## src/rtl/core/ba_pkg.sv

```systemverilog
// Shared constants, codes, types and a helper function of the buddy allocator.
package ba_pkg;

   localparam int POOL_ORDER = 10;
   localparam int SIZE_W     = 11;
   localparam int OFF_W      = 10;
   localparam int STAT_W     = 2;
   localparam int LVL_W      = $clog2(POOL_ORDER + 1);
   localparam int NODE_W     = POOL_ORDER;
   localparam int WORD_LG    = (POOL_ORDER > 5) ? 5 : POOL_ORDER - 1;
   localparam int WORD_W     = 1 << WORD_LG;
   localparam int ROW_W      = POOL_ORDER - WORD_LG;
   localparam int ROWS       = 1 << ROW_W;
   localparam int GR_AW      = POOL_ORDER - 1;
   localparam int GRANULES   = 1 << GR_AW;
   localparam int CNT_W      = POOL_ORDER;

   localparam logic [STAT_W-1:0] ST_OK      = 2'd0;
   localparam logic [STAT_W-1:0] ST_NOSPACE = 2'd1;
   localparam logic [STAT_W-1:0] ST_BADSIZE = 2'd2;
   localparam logic [STAT_W-1:0] ST_BADADDR = 2'd3;

   localparam logic FUNC_ALLOC = 1'b0;
   localparam logic FUNC_FREE  = 1'b1;

   typedef struct packed {
      logic              clr_step;
      logic              load_req;
      logic              alloc_init;
      logic              scan_rd;
      logic              scan_next;
      logic              scan_take;
      logic              split_step;
      logic              buddy;
      logic              map_set;
      logic              map_clr;
      logic              merge_step;
      logic              free_init;
      logic              gran_alloc;
      logic              set_status;
      logic [STAT_W-1:0] status_code;
      logic              finish;
   } ba_cmd_type;

   typedef struct packed {
      logic clr_done;
      logic bad_size;
      logic no_level;
      logic at_k;
      logic scan_hit;
      logic bad_off;
      logic gran_bad;
      logic at_top;
      logic node_free;
      logic rsp_free;
   } ba_stat_type;

   // Heap index of the first node of a level; the root is node one.
   function automatic logic [NODE_W-1:0] level_base(input logic [LVL_W-1:0] lvl);
      logic [31:0] base;
      base = 32'(1) << (POOL_ORDER - int'(lvl));
      return base[NODE_W-1:0];
   endfunction

endpackage

```

## src/rtl/core/ba_ram.sv

```systemverilog
// Generic single-write, single-read RAM with registered read data.
module ba_ram #(
   parameter int WIDTH = 8,
   parameter int DEPTH = 16
) (
   input  logic                     clock,
   input  logic                     wr_en,
   input  logic [$clog2(DEPTH)-1:0] wr_addr,
   input  logic [WIDTH-1:0]         wr_data,
   input  logic [$clog2(DEPTH)-1:0] rd_addr,
   output logic [WIDTH-1:0]         rd_data
);

   logic [WIDTH-1:0] ram_ff [DEPTH];
   logic [WIDTH-1:0] rd_data_ff;

   always_ff @(posedge clock) begin
      if (wr_en) begin
         ram_ff[wr_addr] <= wr_data;
      end
      rd_data_ff <= ram_ff[rd_addr];
   end

   assign rd_data = rd_data_ff;

endmodule

```

## src/rtl/core/ba_ctrl.sv

```systemverilog
// Controller state machine that sequences the allocate and free walks.
module ba_ctrl (
   input  logic                 clock,
   input  logic                 reset,
   input  logic                 req_tvalid,
   input  logic                 req_func,
   output logic                 req_tready,
   input  ba_pkg::ba_stat_type  stat,
   output ba_pkg::ba_cmd_type   cmd
);

   localparam logic [3:0] S_CLEAR     = 4'd0;
   localparam logic [3:0] S_IDLE      = 4'd1;
   localparam logic [3:0] S_ALLOC_CHK = 4'd2;
   localparam logic [3:0] S_SCAN_RD   = 4'd3;
   localparam logic [3:0] S_SCAN_CHK  = 4'd4;
   localparam logic [3:0] S_SPLIT     = 4'd5;
   localparam logic [3:0] S_SPLIT_RD  = 4'd6;
   localparam logic [3:0] S_SPLIT_WR  = 4'd7;
   localparam logic [3:0] S_GRAN_WR   = 4'd8;
   localparam logic [3:0] S_FREE_RD   = 4'd9;
   localparam logic [3:0] S_FREE_CHK  = 4'd10;
   localparam logic [3:0] S_MERGE     = 4'd11;
   localparam logic [3:0] S_MERGE_CHK = 4'd12;
   localparam logic [3:0] S_SET_RD    = 4'd13;
   localparam logic [3:0] S_SET_WR    = 4'd14;
   localparam logic [3:0] S_DONE      = 4'd15;

   logic [3:0] state_ff;
   logic [3:0] state_in;

   assign req_tready = (state_ff == S_IDLE);

   always_comb begin
      state_in = state_ff;
      cmd      = '0;
      case (state_ff)
         S_CLEAR: begin
            cmd.clr_step = 1'b1;
            if (stat.clr_done) begin
               state_in = S_IDLE;
            end
         end
         S_IDLE: begin
            if (req_tvalid) begin
               cmd.load_req = 1'b1;
               state_in = (req_func == ba_pkg::FUNC_FREE) ? S_FREE_RD : S_ALLOC_CHK;
            end
         end
         S_ALLOC_CHK: begin
            if (stat.bad_size) begin
               cmd.set_status  = 1'b1;
               cmd.status_code = ba_pkg::ST_BADSIZE;
               state_in = S_DONE;
            end else if (stat.no_level) begin
               cmd.set_status  = 1'b1;
               cmd.status_code = ba_pkg::ST_NOSPACE;
               state_in = S_DONE;
            end else begin
               cmd.alloc_init = 1'b1;
               state_in = S_SCAN_RD;
            end
         end
         S_SCAN_RD: begin
            cmd.scan_rd = 1'b1;
            state_in = S_SCAN_CHK;
         end
         S_SCAN_CHK: begin
            if (stat.scan_hit) begin
               cmd.scan_take = 1'b1;
               state_in = S_SPLIT;
            end else begin
               cmd.scan_next = 1'b1;
               state_in = S_SCAN_RD;
            end
         end
         S_SPLIT: begin
            if (stat.at_k) begin
               state_in = S_GRAN_WR;
            end else begin
               cmd.split_step = 1'b1;
               state_in = S_SPLIT_RD;
            end
         end
         S_SPLIT_RD: begin
            cmd.buddy = 1'b1;
            state_in = S_SPLIT_WR;
         end
         S_SPLIT_WR: begin
            cmd.buddy   = 1'b1;
            cmd.map_set = 1'b1;
            state_in = S_SPLIT;
         end
         S_GRAN_WR: begin
            cmd.gran_alloc  = 1'b1;
            cmd.set_status  = 1'b1;
            cmd.status_code = ba_pkg::ST_OK;
            state_in = S_DONE;
         end
         S_FREE_RD: begin
            if (stat.bad_off) begin
               cmd.set_status  = 1'b1;
               cmd.status_code = ba_pkg::ST_BADADDR;
               state_in = S_DONE;
            end else begin
               state_in = S_FREE_CHK;
            end
         end
         S_FREE_CHK: begin
            if (stat.gran_bad) begin
               cmd.set_status  = 1'b1;
               cmd.status_code = ba_pkg::ST_BADADDR;
               state_in = S_DONE;
            end else begin
               cmd.free_init = 1'b1;
               state_in = S_MERGE;
            end
         end
         S_MERGE: begin
            cmd.buddy = 1'b1;
            state_in = stat.at_top ? S_SET_RD : S_MERGE_CHK;
         end
         S_MERGE_CHK: begin
            cmd.buddy = 1'b1;
            if (stat.node_free) begin
               cmd.map_clr    = 1'b1;
               cmd.merge_step = 1'b1;
               state_in = S_MERGE;
            end else begin
               state_in = S_SET_RD;
            end
         end
         S_SET_RD: begin
            state_in = S_SET_WR;
         end
         S_SET_WR: begin
            cmd.map_set     = 1'b1;
            cmd.set_status  = 1'b1;
            cmd.status_code = ba_pkg::ST_OK;
            state_in = S_DONE;
         end
         S_DONE: begin
            if (stat.rsp_free) begin
               cmd.finish = 1'b1;
               state_in = S_IDLE;
            end
         end
         default: begin
            state_in = S_IDLE;
         end
      endcase
   end

   always_ff @(posedge clock) begin
      if (reset) begin
         state_ff <= S_CLEAR;
      end else begin
         state_ff <= state_in;
      end
   end

endmodule

```

## src/rtl/core/ba_datapath.sv

```systemverilog
// Datapath with the node map, the granule level store, level counts and result register.
module ba_datapath (
   input  logic                         clock,
   input  logic                         reset,
   input  ba_pkg::ba_cmd_type           cmd,
   output ba_pkg::ba_stat_type          stat,
   input  logic                         req_func,
   input  logic [ba_pkg::SIZE_W-1:0]    req_size,
   input  logic [ba_pkg::OFF_W-1:0]     req_offset,
   output logic                         rsp_tvalid,
   input  logic                         rsp_tready,
   output logic [ba_pkg::OFF_W-1:0]     rsp_block_offset,
   output logic [ba_pkg::STAT_W-1:0]    rsp_status
);

   localparam int NW = ba_pkg::NODE_W;
   localparam int LW = ba_pkg::LVL_W;
   localparam int PO = ba_pkg::POOL_ORDER;

   logic                        func_ff, func_in;
   logic [ba_pkg::SIZE_W-1:0]   size_ff, size_in;
   logic [ba_pkg::OFF_W-1:0]    offset_ff, offset_in;
   logic [LW-1:0]               k_ff, k_in;
   logic [LW-1:0]               lvl_ff, lvl_in;
   logic [NW-1:0]               idx_ff, idx_in;
   logic [ba_pkg::ROW_W-1:0]    row_ff, row_in;
   logic [ba_pkg::OFF_W-1:0]    res_off_ff, res_off_in;
   logic [ba_pkg::STAT_W-1:0]   status_ff, status_in;
   logic [ba_pkg::GR_AW-1:0]    clr_ff, clr_in;
   logic [ba_pkg::CNT_W-1:0]    cnt_ff [1:PO];
   logic [ba_pkg::CNT_W-1:0]    cnt_in [1:PO];
   logic                        rsp_valid_ff, rsp_valid_in;
   logic [ba_pkg::OFF_W-1:0]    rsp_off_ff, rsp_off_in;
   logic [ba_pkg::STAT_W-1:0]   rsp_stat_ff, rsp_stat_in;

   logic                        map_we;
   logic [ba_pkg::ROW_W-1:0]    map_waddr, map_raddr;
   logic [ba_pkg::WORD_W-1:0]   map_wdata, map_rdata;
   logic                        gran_we;
   logic [ba_pkg::GR_AW-1:0]    gran_waddr, gran_raddr;
   logic [LW-1:0]               gran_wdata, gran_rdata;

   logic [NW-1:0]               node;
   logic [ba_pkg::ROW_W-1:0]    node_row;
   logic [ba_pkg::WORD_LG-1:0]  node_bit;
   logic [ba_pkg::WORD_W-1:0]   hit_vec;
   logic [ba_pkg::WORD_LG-1:0]  scan_bit;
   logic [NW-1:0]               scan_node;
   logic [NW-1:0]               alloc_off;
   logic [LW-1:0]               k_calc;
   logic [LW-1:0]               fit_lvl;
   logic                        fit_found;
   logic [NW-1:0]               fit_base;

   ba_ram #(.WIDTH(ba_pkg::WORD_W), .DEPTH(ba_pkg::ROWS)) u_map_ram (
      .clock   (clock),
      .wr_en   (map_we),
      .wr_addr (map_waddr),
      .wr_data (map_wdata),
      .rd_addr (map_raddr),
      .rd_data (map_rdata)
   );

   ba_ram #(.WIDTH(LW), .DEPTH(ba_pkg::GRANULES)) u_gran_ram (
      .clock   (clock),
      .wr_en   (gran_we),
      .wr_addr (gran_waddr),
      .wr_data (gran_wdata),
      .rd_addr (gran_raddr),
      .rd_data (gran_rdata)
   );

   assign node      = ba_pkg::level_base(lvl_ff) | (idx_ff ^ NW'(cmd.buddy));
   assign node_row  = node[NW-1:ba_pkg::WORD_LG];
   assign node_bit  = node[ba_pkg::WORD_LG-1:0];
   assign map_raddr = cmd.scan_rd ? row_ff : node_row;
   assign gran_raddr = offset_ff[ba_pkg::GR_AW:1];
   assign alloc_off = NW'(32'(idx_ff) << k_ff);
   assign scan_node = {row_ff, scan_bit};
   assign fit_base  = ba_pkg::level_base(fit_lvl);

   always_comb begin
      logic [NW-1:0] h_node;
      hit_vec  = '0;
      scan_bit = '0;
      for (int b = 0; b < ba_pkg::WORD_W; b++) begin
         h_node = {row_ff, ba_pkg::WORD_LG'(b)};
         hit_vec[b] = map_rdata[b] && ((h_node >> (PO - int'(lvl_ff))) == NW'(1));
      end
      for (int b = ba_pkg::WORD_W - 1; b >= 0; b--) begin
         if (hit_vec[b]) begin
            scan_bit = ba_pkg::WORD_LG'(b);
         end
      end
   end

   always_comb begin
      k_calc    = LW'(1);
      fit_lvl   = '0;
      fit_found = 1'b0;
      for (int i = PO; i >= 1; i--) begin
         if (32'(size_ff) <= (32'(1) << i)) begin
            k_calc = LW'(i);
         end
      end
      for (int o = PO; o >= 1; o--) begin
         if (o >= int'(k_calc) && cnt_ff[o] != '0) begin
            fit_lvl   = LW'(o);
            fit_found = 1'b1;
         end
      end
   end

   always_comb begin
      map_we    = 1'b0;
      map_waddr = node_row;
      map_wdata = map_rdata;
      if (cmd.clr_step) begin
         map_we    = ((clr_ff >> ba_pkg::ROW_W) == '0);
         map_waddr = clr_ff[ba_pkg::ROW_W-1:0];
         map_wdata = (clr_ff == '0) ? ba_pkg::WORD_W'(2) : '0;
      end else if (cmd.scan_take) begin
         map_we    = 1'b1;
         map_waddr = row_ff;
         map_wdata = map_rdata & ~(ba_pkg::WORD_W'(1) << scan_bit);
      end else if (cmd.map_set) begin
         map_we    = 1'b1;
         map_wdata = map_rdata | (ba_pkg::WORD_W'(1) << node_bit);
      end else if (cmd.map_clr) begin
         map_we    = 1'b1;
         map_wdata = map_rdata & ~(ba_pkg::WORD_W'(1) << node_bit);
      end
   end

   always_comb begin
      gran_we    = 1'b0;
      gran_waddr = offset_ff[ba_pkg::GR_AW:1];
      gran_wdata = '0;
      if (cmd.clr_step) begin
         gran_we    = 1'b1;
         gran_waddr = clr_ff;
      end else if (cmd.free_init) begin
         gran_we    = 1'b1;
      end else if (cmd.gran_alloc) begin
         gran_we    = 1'b1;
         gran_waddr = alloc_off[NW-1:1];
         gran_wdata = k_ff;
      end
   end

   always_comb begin
      func_in      = func_ff;
      size_in      = size_ff;
      offset_in    = offset_ff;
      k_in         = k_ff;
      lvl_in       = lvl_ff;
      idx_in       = idx_ff;
      row_in       = row_ff;
      res_off_in   = res_off_ff;
      status_in    = status_ff;
      clr_in       = clr_ff;
      rsp_valid_in = rsp_valid_ff && !rsp_tready;
      rsp_off_in   = rsp_off_ff;
      rsp_stat_in  = rsp_stat_ff;
      for (int o = 1; o <= PO; o++) begin
         cnt_in[o] = cnt_ff[o];
      end
      if (cmd.clr_step) begin
         clr_in = clr_ff + 1'b1;
      end
      if (cmd.load_req) begin
         func_in    = req_func;
         size_in    = req_size;
         offset_in  = req_offset;
         res_off_in = '0;
      end
      if (cmd.alloc_init) begin
         k_in   = k_calc;
         lvl_in = fit_lvl;
         row_in = fit_base[NW-1:ba_pkg::WORD_LG];
      end
      if (cmd.scan_next) begin
         row_in = row_ff + 1'b1;
      end
      if (cmd.scan_take) begin
         idx_in = scan_node & ~ba_pkg::level_base(lvl_ff);
         cnt_in[lvl_ff] = cnt_ff[lvl_ff] - 1'b1;
      end
      if (cmd.split_step) begin
         lvl_in = lvl_ff - 1'b1;
         idx_in = idx_ff << 1;
      end
      if (cmd.map_set) begin
         cnt_in[lvl_ff] = cnt_ff[lvl_ff] + 1'b1;
      end
      if (cmd.map_clr) begin
         cnt_in[lvl_ff] = cnt_ff[lvl_ff] - 1'b1;
      end
      if (cmd.merge_step) begin
         lvl_in = lvl_ff + 1'b1;
         idx_in = idx_ff >> 1;
      end
      if (cmd.free_init) begin
         lvl_in = gran_rdata;
         idx_in = NW'(32'(offset_ff) >> gran_rdata);
      end
      if (cmd.gran_alloc) begin
         res_off_in = ba_pkg::OFF_W'(alloc_off);
      end
      if (cmd.set_status) begin
         status_in = cmd.status_code;
      end
      if (cmd.finish) begin
         rsp_valid_in = 1'b1;
         rsp_off_in   = (func_ff == ba_pkg::FUNC_ALLOC && status_ff == ba_pkg::ST_OK) ?
                        res_off_ff : '0;
         rsp_stat_in  = status_ff;
      end
   end

   always_ff @(posedge clock) begin
      if (reset) begin
         clr_ff       <= '0;
         rsp_valid_ff <= 1'b0;
         for (int o = 1; o <= PO; o++) begin
            cnt_ff[o] <= (o == PO) ? ba_pkg::CNT_W'(1) : '0;
         end
      end else begin
         clr_ff       <= clr_in;
         rsp_valid_ff <= rsp_valid_in;
         for (int o = 1; o <= PO; o++) begin
            cnt_ff[o] <= cnt_in[o];
         end
      end
      func_ff     <= func_in;
      size_ff     <= size_in;
      offset_ff   <= offset_in;
      k_ff        <= k_in;
      lvl_ff      <= lvl_in;
      idx_ff      <= idx_in;
      row_ff      <= row_in;
      res_off_ff  <= res_off_in;
      status_ff   <= status_in;
      rsp_off_ff  <= rsp_off_in;
      rsp_stat_ff <= rsp_stat_in;
   end

   assign stat.clr_done  = &clr_ff;
   assign stat.bad_size  = (size_ff == '0) || (32'(size_ff) > (32'(1) << PO));
   assign stat.no_level  = !fit_found;
   assign stat.at_k      = (lvl_ff == k_ff);
   assign stat.scan_hit  = |hit_vec;
   assign stat.bad_off   = ((32'(offset_ff) >> PO) != '0) || offset_ff[0];
   assign stat.gran_bad  = (gran_rdata == '0) || (32'(gran_rdata) > 32'(PO));
   assign stat.at_top    = (32'(lvl_ff) == 32'(PO));
   assign stat.node_free = map_rdata[node_bit];
   assign stat.rsp_free  = !rsp_valid_ff || rsp_tready;

   assign rsp_tvalid       = rsp_valid_ff;
   assign rsp_block_offset = rsp_off_ff;
   assign rsp_status       = rsp_stat_ff;

endmodule

```

## src/rtl/core/buddy_allocator_core.sv

```systemverilog
// Top level of the buddy allocator: controller, datapath and stream ports.
//
//   Channel | Direction | Handshake             | Payload
//   req     | in        | req_tvalid/req_tready | tuser func, tdata size and offset
//   rsp     | out       | rsp_tvalid/rsp_tready | tdata block offset and status
//
// One item is worked on at a time; the next is taken in the cycle after the result is loaded.
// A free merges the block with its free buddy, level by level, until the buddy is in use or
// the whole pool is reached; a bad offset is answered without a merge. An allocate scans the
// node map one 32-bit row at a time and splits the block found down to the asked size; a bad
// size or no space is answered without a scan. After reset the granule store is cleared with
// req_tready low. A stalled result holds in the output register.
module buddy_allocator_core (
   input  logic        clock,
   input  logic        reset,
   input  logic        req_tvalid,
   output logic        req_tready,
   input  logic [23:0] req_tdata,   // req_size [10:0], req_offset [20:11], zero pad
   input  logic        req_tuser,   // func
   output logic        rsp_tvalid,
   input  logic        rsp_tready,
   output logic [15:0] rsp_tdata    // block_offset [9:0], status [11:10], zero pad
);

   ba_pkg::ba_cmd_type  cmd;
   ba_pkg::ba_stat_type stat;
   logic [ba_pkg::OFF_W-1:0]  rsp_block_offset;
   logic [ba_pkg::STAT_W-1:0] rsp_status;

   ba_ctrl u_ctrl (
      .clock      (clock),
      .reset      (reset),
      .req_tvalid (req_tvalid),
      .req_func   (req_tuser),
      .req_tready (req_tready),
      .stat       (stat),
      .cmd        (cmd)
   );

   ba_datapath u_datapath (
      .clock            (clock),
      .reset            (reset),
      .cmd              (cmd),
      .stat             (stat),
      .req_func         (req_tuser),
      .req_size         (req_tdata[10:0]),
      .req_offset       (req_tdata[20:11]),
      .rsp_tvalid       (rsp_tvalid),
      .rsp_tready       (rsp_tready),
      .rsp_block_offset (rsp_block_offset),
      .rsp_status       (rsp_status)
   );

   assign rsp_tdata = {4'b0000, rsp_status, rsp_block_offset};

endmodule

```

## config.mk

```make
export PLATFORM = sky130hd
export DESIGN_NAME = buddy_allocator_core
export DESIGN_NICKNAME = d
export VERILOG_FILES = /design/src/rtl/core/ba_pkg.sv /design/src/rtl/core/ba_ram.sv /design/src/rtl/core/ba_ctrl.sv /design/src/rtl/core/ba_datapath.sv /design/src/rtl/core/buddy_allocator_core.sv
export SDC_FILE = /design/constraint.sdc
export NUM_CORES = 2
export LEC_CHECK = 0
export BUFFER_PORTS_ARGS = -buffer_cell sky130_fd_sc_hd__buf_4
export CORE_MARGIN = 10
export CORE_UTILIZATION = 50
export CTS_BUF_LIST = sky130_fd_sc_hd__clkbuf_8
export DETAILED_ROUTE_END_ITERATION = 6
export PLACE_DENSITY = 0.68
export SYNTH_ARGS = -nofsm -noshare
export SYNTH_HDL_FRONTEND = slang
export SYNTH_HIERARCHICAL = 1
export SYNTH_SLANG_ARGS = --single-unit
```

## constraint.sdc

```tcl
create_clock -name clock -period 45 [get_ports clock]
set_input_delay 9 -clock clock [delete_from_list [all_inputs] [get_ports clock]]
set_output_delay 9 -clock clock [all_outputs]
set_load 0.1 [all_outputs]
```

Word-level counts from Yosys, hierarchy flattened
Memory sizes are Yosys's and may differ from the RTL's. A register that Yosys moved wholly into a read port is not among the register bits.
Cells that the tools add are included.
- $lt $le $gt $ge: 25
- shift operators: 38
- mux-type cells: 163
- bitwise operators: 21
- add/subtract/negate cells: 8
- reductions and logical operators: 76
- equal/unequal tests: 52
- operator list (cell ; count):
    $shr 10x32->10 ; 32
    $eq 10x1->1 const B ; 32
    $bwmux 100 ; 3
    $mux 100 ; 3
    $mux 5 ; 37
    $mux 10 ; 17
    $mux 4 ; 35
    $mux 32 ; 4
    $reduce_bool 10->1 ; 10
    $and 32x32->32 ; 2
    $not 32->32 ; 2
    $shl 1x32->10 const A ; 2
    $shl 1x5->32 const A ; 2
    $pmux 4 s15 ; 1
    $logic_and 1x1->1 ; 45
    $mux 1 ; 45
    $demux 10 s4 ; 1
    $eq 4x4->1 const B ; 9
    $or 32x32->32 ; 1
    $reduce_or 32->1 ; 1
    $mux 9 ; 3
    $mux 3 ; 8
    $logic_not 9->1 ; 2
    $eq 4x3->1 const B ; 4
    53 further kinds ; 82
- flip-flop bits (word level): 83
- output and inout port bits: 18
- logic and storage cells: 400
- bits of input ports: 29
- memories kept: 3
- bits in writable memories: 3172
- memories (name ; depth ; width ; rd ports ; clocked after Yosys merged registers in ; write ports ; line ; RTL):
    u_datapath.u_gran_ram.ram_ff ; 512 ; 4 ; 1 ; 1 ; 1 ; ba_ram.sv:14 ; logic [WIDTH-1:0] ram_ff [DEPTH];
    u_datapath.u_map_ram.ram_ff ; 32 ; 32 ; 1 ; 1 ; 1 ; ba_ram.sv:14 ;
    u_datapath.cnt_ff ; 10 ; 10 ; 11 ; 1 ; 10 ; ba_datapath.sv:30 ; logic [ba_pkg::CNT_W-1:0] cnt_ff [1:PO];

Depth between registers and ports, before layout
- depth in word-level cells: 41
- mapped depth: 31

Cells and area by module
The synthesis kept the hierarchy.
- by module, submodules not included (module ; area each (um2) ; times used ; cells each):
    ba_ram at u_datapath.u_gran_ram ; 81604.5 ; 1 ; 4403
    ba_ram at u_datapath.u_map_ram ; 40485.1 ; 1 ; 2260
    ba_datapath ; 15173.3 ; 1 ; 1934
    ba_ctrl ; 581.8 ; 1 ; 92
    buddy_allocator_core ; 33.8 ; 1 ; 5

Worst setup path after synthesis
Ideal clock, no wire load.
- path type: register -> register
- start: reg u_datapath.u_gran_ram.rd_data_ff[0] (netlist: u_datapath/u_gran_ram/rd_data[0]) (read register of u_datapath.u_gran_ram.ram_ff)
- end: mem u_datapath/u_gran_ram/ram_ff[0][0] (netlist bit) (data pin)
- slack: 20.081 ns
- buffers on the path: 3
- data arrival time: 20.939 ns
- required time: 41.020 ns
- stages on the path, launching flop included: 10
- cell sequence: dfxtp_1 > clkbuf_1 > buf_1 > a21o_1 > a22o_1 > nor3_1 > inv_1 > clkbuf_1 > nand2_1 > nor3_1
- RTL lines (element ; line ; RTL):
    from (decl) ; ba_ram.sv:15 ; logic [WIDTH-1:0] rd_data_ff;
    to (decl) ; ba_ram.sv:14 ;

Final worst setup path
- start: reg u_ctrl.state_ff[0]
- end: out req_tready
- word-level cells in the longest chain between the ends: 1
- ends and longest elaborated chain (element ; line ; RTL):
    from (decl) ; ba_ctrl.sv:29 ; logic [3:0] state_ff;
    from (signal assigned) ; ba_ctrl.sv:158 ; state_ff <= state_in;
    $eq 4x1->1 ; ba_ctrl.sv:32 ; assign req_tready = (state_ff == S_IDLE);
    to (decl) ; buddy_allocator_core.sv:17 ; output logic req_tready,
Every way passes these cells.

==> metrics.yaml <==
cts:
  cts_sinks: 3295
  cts_tree: "yes"
  clock_path_buffers: 4
  root_buffer: "clkbuf_8"
  clk_latency_ns: 1.16
  numCtsBuffers: 534
  clkTransAtPathRegs_ns: 0.06
  post-cts-setup-buffer-count: 0
  cts-resized-gates: 0
  htree_levels: 6
  ctsHoldBuffers: 0
logic_synthesis:
  synth.distinct_cells: 126
  synth.cell_area_um2: 138000
  synth_cells: 8694
  ys_warn_count: 6
  ys_seq_elements: 3295
  synthArstFlopShare: 0
  synth_ff_type: "edfxtp_1"
  ys_seq_area_frac: 0.706
  avgSynthCellArea_um2: 15.9
  synth_enable_flop_cells: 3141
drt:
  drc: 1
  routedWlPerCell_um: 27.7
  route.met3.wl_mm: 33.3
  via_per_inst: 6.27
  first_iter_violations: 9712
  met1Wirelength_mm: 140
  num_vias: 81461
  finalWirelength_mm: 360
  ant_nets: 0
  wl_met2_mm: 173
  highest_layer: "met4"
  firstDrtPassIters: 7
worst_hold_path:
  hold_class: "register to register"
floorplan:
  design.portCount: 47
  row_count: 192
  start_util: 0.503
  die-area_um2: 297000
  die_w_um: 545
  die_h_um: 545
  core-area_um2: 274000
worst_setup_path:
  cp.required_ns: 36.00
  worstSetupPathType: "register to output port"
  critPathMaxStageDelay_ns: 0.64
  critPathMaxFanout: 16
  end_kind: "output port"
  crit_arrival_ns: 3.03
  crit_slowest_cell: "dfxtp_1"
  cp-start-kind: "register"
  reg2reg_setup_slack_ns: 35.92
  crit_chain: "inv_1 > nor4_1 > buf_4"
finish:
  synthToLayoutAreaGrowth_pct: 10.0
  fillers: 21189
  drive_gt1_frac: 0.156
  nets: 8939
  multi_input_area_um2: 37800
  finalNonFillerCells: 12992
  ff_latch_area_um2: 97400
grt:
  grt_max_degree: 170
  grt_pass1_wl_mm: 528
  antenna_found_initial: 7
  grt_pass1_vias: 81141
  grt-ovfl-total: 0
  track_usage: 0.232
sta:
  setup_viol: 0
  fin_crit_sh: 0.267
  tns_ns: 0
  setup_slack_ns: 32.97
  fin_skew_ns: 0.117
  hold_violations: 0
  tightest_slew_ns: 1.36
  report.final.slew_viol_count: 0
  rsz0062_at_grt: "false"
  finalCriticalPeriod_ns: 12.03
  slew-limit-headroom: 0.0933
  timing.fmax_ghz: 0.0831
run_status:
  status: "complete, but fails checks"
  violations: "design-rule violations"
pwr:
  p_leak_uw: 0.0529
  ir_worst_vdd_v: 0.0000245
  power.density_nw_per_um2: 38.0
placed_design:
  place_hpwl_mm: 208
  dp.cells: 12048
  post-place-ws_ns: 34.15
  gp_congestion: 0.943
  io_buffers: 39
run:
  maxCapViolations: 0
-- area by class of cell --
| class | instances | share of cell area |
|---|---|---|
| antenna | 6 | 0.0000990 |
| clock buffer | 551 | 0.0500 |
| clock inverter | 387 | 0.0144 |
| inverter | 56 | 0.00141 |
| multi-input combinational | 4774 | 0.249 |
| sequential | 3295 | 0.642 |
| tap | 3686 | 0.0304 |
| timing repair buffer | 237 | 0.0124 |
-- cell families (layout without fill, tap and decap cells) --
family / count (synthesis) / in the layout / synth area share
mux: 1331 / 1331 / 0.129
buf+inv: 628 / 1231 / 0.0241
fa+ha+maj: 12 / 12 / 0.00109
xor+xnor: 34 / 34 / 0.00238
flops: 3295 / 3295 / 0.706
other cells: 1 / 10 / 0.0000272
simple gates: 1998 / 1998 / 0.0660
compound gates: 1395 / 1395 / 0.0710
-- metal layers --
metal,up-vias,global-route usage
li1,35065,-
met1,41382,0.307
met2,4179,0.378
met3,835,0.0504
met4,0,0.0864
met5,-,0
-- worst max-delay path, delay by kind of cell, from the launching register on --
| kind | cells | cell delay [ns] |
|---|---|---|
| simple gates | 1 | 0.61 |
| flops | 1 | 0.64 |
| buf+inv | 2 | 0.64 |
-- placed cells by master, fill, tap and decap left out, types with 28 or more instances in the layout --
| cell | n |
|---|---|
| edfxtp_1 | 3141 |
| mux2i_1 | 954 |
| nor2_1 | 838 |
| clkbuf_8 | 551 |
| nand2_1 | 417 |
| mux4_2 | 345 |
| a21oi_1 | 307 |
| buf_4 | 229 |
| inv_1 | 215 |
| nand3_1 | 177 |
| o21ai_0 | 176 |
| o221ai_1 | 171 |
| dfxtp_1 | 154 |
| nor3_1 | 138 |
| a22oi_1 | 129 |
| clkinv_1 | 114 |
| o22ai_1 | 92 |
| a31oi_1 | 77 |
| nor4_1 | 73 |
| a22o_1 | 70 |
| clkinv_2 | 49 |
| and2_1 | 41 |
| a211oi_1 | 41 |
| nand2b_1 | 36 |
| nor2_4 | 35 |
| nand4_1 | 30 |
| and3_1 | 28 |
| a221oi_1 | 28 |
-- metrics by stage --
step                       util  hold slack, ns  instance area (um2)  total power [uW]
final                     0.554           0.460               152000              5760
after global routing      0.553           0.465               152000              5950
after CTS                 0.553           0.463               152000              5810
after detailed placement  0.518           0.450               142000              3440
after global placement    0.518           0.441               142000              3440
after floorplan               -           0.428               138000              3410
-- power breakdown --
part | leakage (uW) | internal (uW) | switching, uW
registers | 0.0325 | 3320 | 3.32
clock network | 0.00560 | 1190 | 1190
logic | 0.0148 | 7.91 | 39.0
total | 0.0529 | 4530 | 1230
-- synthesized netlist by cell type (all sizes together), types with 47 or more instances --
cell	count	area [um2]
edfxtp	3141	94300
mux2i	954	9550
nor2	875	3290
nand2	432	1630
mux4	351	7930
a21oi	319	1610
buf	290	2040
clkbuf	282	1070
o21ai	184	925
nand3	182	923
o221ai	171	1500
dfxtp	154	3080
nor3	147	762
a22oi	130	981
o22ai	94	608
nor4	78	531
a31oi	77	482
a22o	70	613
inv	56	210
a221oi	52	487
a211oi	47	378
-- state kept, by name, summed over array words and instances (netlist names), named ones only --
| signal | count |
|---|---|
| u_datapath/func_ff | 1 |
| u_datapath/offset_ff | 10 |
| u_datapath/res_off_ff | 10 |
| u_datapath/rsp_tvalid | 1 |
| u_datapath/row_ff | 5 |
| u_datapath/u_map_ram/ram_ff | 1024 |
| u_datapath/status_ff | 2 |
| u_datapath/idx_ff | 10 |
| u_datapath/u_gran_ram/ram_ff | 2048 |
| u_datapath/rsp_status | 2 |
| u_datapath/rsp_block_offset | 10 |
| u_datapath/cnt_ff | 100 |
| u_datapath/k_ff | 4 |
| u_datapath/size_ff | 11 |
| u_datapath/u_gran_ram/rd_data | 4 |
| u_datapath/clr_ff | 9 |
| u_ctrl/state_ff | 4 |
| u_datapath/lvl_ff | 4 |
| u_datapath/u_map_ram/rd_data | 32 |
-- final timing paths --
kind / from / end / depth (start not counted)
setup / recovery: u_ctrl/state_ff[0] / req_tready / 3
hold / removal: u_datapath/status_ff[1] / u_datapath/rsp_status[1] / 0
setup reg to reg: u_datapath/lvl_ff[0] / u_datapath/u_map_ram/ram_ff[11][6] / 21
hold reg to reg: u_datapath/status_ff[1] / u_datapath/rsp_status[1] / 0
Note: power is estimated with default switching activity, not from simulation.
